`config.mk`:
```
export PLATFORM = sky130hd
export DESIGN_NAME = tdps_csu
export DESIGN_NICKNAME = d
export VERILOG_FILES = /design/src/hw/rtl/tdps_csu.sv
export SDC_FILE = /design/constraint.sdc
export NUM_CORES = 1
export LEC_CHECK = 0
export ABC_AREA = 1
export BUFFER_PORTS_ARGS = -buffer_cell sky130_fd_sc_hd__buf_2
export CAP_MARGIN = 40
export CORE_UTILIZATION = 47
export DETAILED_ROUTE_END_ITERATION = 16
export PLACE_DENSITY = 0.81
export SYNTH_ARGS = -nofsm -noshare
export SYNTH_HDL_FRONTEND = slang
export SYNTH_SLANG_ARGS = --single-unit
```
`constraint.sdc`:
```
create_clock -name vclk -period 5.9
set_input_delay 1.18 -clock vclk [all_inputs]
set_output_delay 1.18 -clock vclk [all_outputs]
set_load 0.01 [all_outputs]
```
`src/hw/rtl/tdps_csu.sv`:
```
`timescale 1ns / 1ps

// Shared compare-subtract step: subtract b from a when a >= b, else hold a.
module tdps_csu #(
  parameter int WIDTH = 32
) (
  input  logic [WIDTH-1:0] a,
  input  logic [WIDTH-1:0] b,
  output logic [WIDTH-1:0] res,
  output logic             ge
);

  logic [WIDTH:0] diff;

  assign diff = {1'b0, a} - {1'b0, b};
  assign ge   = ~diff[WIDTH];
  assign res  = ge ? diff[WIDTH-1:0] : a;

endmodule

```
# Yosys cells after proc, flatten, opt, wreduce, memory -nomap -nowiden
# Cells that the tools add are included.
dict set report word_totals {
  regBits 0
  output_inout_bits 33
  elab_cells 3
}
dict set report op_classes {
  addsub 1
  mux 1
  n_bitwise 1
}
# cell n
set ops {}
lappend ops {{32-bit by 32-bit subtractor with 33-bit output} 1}
lappend ops {{32-bit 2-to-1 mux} 1}
lappend ops {{1-bit NOT} 1}

# Longest topological paths before layout
dict set report logic_depth {
  depth_word 2
  mapped_depth 16
}

# Worst setup path before layout
# No wires, ideal clock.
dict set report synth_path {
  path_kind {input to output}
  from {input a[0]}
  to {output res[16]}
  arrival_time_ps 2829
  required_ps 4720
  slack_ps 1891
  stages 16
  path_buffers 1
  path_cell_list {inv_1 ha_1 fa_1 inv_1 nand3_1 nand3_1 nand2_1 nand2_2 nand2_1 nand2_2 nand2_4 nand2_8 inv_4 buf_6 nand2_1 nand2_1}
}
dict set report synth_via {
  elab_chain_cells 2
}
# item line_no
set synth_lines {}
lappend synth_lines {{start, declared} 7} ;# input logic [WIDTH-1:0] a,
lappend synth_lines {{32-bit by 32-bit subtractor with 33-bit output} 15} ;# assign diff = {1'b0, a} - {1'b0, b};
lappend synth_lines {{32-bit 2-to-1 mux} 17} ;# assign res = ge ? diff[WIDTH-1:0] : a;
lappend synth_lines {{end, declared} 9} ;# output logic [WIDTH-1:0] res,
# No other way between the ends.

# Worst setup path in the final report
dict set report layout_path {
  from {input a[0]}
  to {output res[14]}
}
# The elaborated chain is that of the path after synthesis.

==> flow_summary.json <==
{
  "status": "completed",
  "grt_max_degree": 37,
  "holdCritPathClass": "in2out",
  "grt_use_met1": 0.370,
  "timing.final.ws_setup_ns": 1.38,
  "critPathTopFamily": "simple AND/OR/NAND/NOR gates",
  "pwr-share-comb": 1.000,
  "finalSetupViolCount": 0,
  "die_x_um": 82.2,
  "start_kind": "input port",
  "cp.arrival_ns": 3.34,
  "drv_cap": 0,
  "ys_seq_area_frac": 0,
  "final_core_util": 0.583,
  "stdcell_count": 810,
  "seq_area_um2": 0,
  "p_leak_nw": 2.56,
  "die_area_um2": 6750,
  "n_sequential_cell": 0,
  "dpl_cell_area_um2": 3530,
  "slew-limit-headroom": 0.775,
  "cpPeakStageDelay_ns": 0.40,
  "p_int_mw": 0.143,
  "yosysMostFrequentCell": "nand2_1",
  "synth_area_leader_cell": "nand2_1",
  "ys_top_cells_by_count": "nand2_1 (306), inv_1 (151), nand3_1 (39), nor2_1 (39), ha_1 (32)",
  "vias": 3829,
  "crit_fanout": 36,
  "irDropWorstVdd_mv": 0.0588,
  "wl_per_cell_um": 10.7,
  "sw_frac_of_total": 0.630,
  "path_class": "in2out",
  "wl_mm": 8.69,
  "port_buffers": 97,
  "grt_use_total": 0.265,
  "start_util": 0.498,
  "area_growth_pct": 16.9,
  "path_cells": "buf_2, inv_1, ha_1, fa_1, inv_1, nand3_1, nand3_1, nand2_1, nand2_2, nand2_1, nand2_2, nand2_4, nand2_8, inv_4, nand2_1, nand2_1, buf_2",
  "yosys.area.top_type_share": 0.380,
  "mappedNetlistNets": 741,
  "syn_inst": 644,
  "total_power_mw": 0.385,
  "coreArea_um2": 6060,
  "place.gp.congestion": 0.910,
  "antenna_found_initial": 0,
  "drt_iter0_markers": 228,
  "drc_errors": 0,
  "die_h_um": 82.2,
  "io_pins": 97,
  "fin_crit_sh": 0.766,
  "tightest_slew_ns": 0.338,
  "holdWs_ns": 2.65,
  "antenna_left": 0,
  "avgSynthCellArea_um2": 4.69,
  "grt_pass1_vias": 3341,
  "slew_violations": 0,
  "hold_buffers": 0,
  "end_kind": "primary output",
  "worstPathRequired_ns": 4.72,
  "grt_overflow": 0,
  "path_buf_inv": 5,
  "cp_common_cell": "nand2_1",
  "p_clk_frac": 0,
  "grt_pass1_wl_mm": 14.2,
  "nNetsFinal": 834,
  "post_cts_resized": 0,
  "fin_tns_setup_ns": 0,
  "rsz0062_at_grt": "no",
  "use_met3": 0.0121,
  "drive_above_1_share": 0.159,
  "dp_slack_ns": 1.34,
  "powerDensity_nw_per_um2": 109,
  "drt_first_pass_iters": 7,
  "syn_area_um2": 3020,
  "final_area_um2": 3530,
  "crit_slowest_cell": "fa_1",
  "period_needed_ns": 4.52,
  "ys_types": 27,
  "clkbuf_count": 0,
  "n_antenna_cell": 0,
  "synth.area.top_cells": "nand2_1 (38%), inv_1 (19%), ha_1 (13%), nand3_1 (6.5%), nor2_1 (4.8%)",
  "grt.busiest_layer": "met2",
  "hold_violations": 0,
  "vias_per_cell": 4.73,
  "p_sw_mw": 0.243,
  "met2_usage": 0.459,
  "seqPwrFrac": 0,
  "dp_hpwl_mm": 7.54,
  "fmax_ghz": 0.221,
  "rows": 28,
  "postCtsSetupBuffers": 0,
  "yosysWarnings": 0,
  "place_inst": 810
}
worst paths after layout:
kind	startpoint	depth (start not counted)	to
max	a[0]	17	res[14]
min	a[4]	4	res[4]
final cells by class:
type	instances	area, um^2
repair buffers	97	485
well taps	75	93.8
multi-input cells	481	2360
inverters	157	592
fillers	696	2530
tightest hold or removal path, delay by kind of cell:
family,cells,cell delay (ns)
buf+inv,2,0.20
simple gates,2,0.09
power groups by stage:
stage,combinational (mW),clock (mW),sequential (mW)
final,0.385,0,0
after global routing,0.440,0,0
after CTS,0.386,0,0
after detailed placement,0.383,0,0
after global placement,0.377,0,0
after floorplan,0.273,0,0
layer usage:
metal / vias up / wire length, um
li1: 2078 / -
met1: 1612 / 4330
met2: 133 / 3770
met3: 6 / 526
met4: 0 / 70
met5: - / 0
layout by cell type (no fill, tap or decap), drive strengths merged:
master | Yosys | final
nand3 | 39 | 39
nand2 | 311 | 311
or2 | 1 | 1
buf | 6 | 97
xnor2 | 2 | 2
xor2 | 13 | 13
nor2 | 44 | 44
o21bai | 3 | 3
nor3 | 5 | 5
fa | 1 | 1
ha | 32 | 32
nand3b | 4 | 4
a21oi | 18 | 18
o21ai | 3 | 3
nand4 | 4 | 4
and2 | 1 | 1
inv | 157 | 157
kinds of logic after synthesis:
| kind of cell | count (synthesis) | share of synthesized area |
|---|---|---|
| compound gates | 24 | 0.0447 |
| fa+ha+maj | 33 | 0.139 |
| simple gates | 409 | 0.554 |
| buf+inv | 163 | 0.218 |
| xor+xnor | 15 | 0.0435 |
Power figures use the tool's default switching activity.
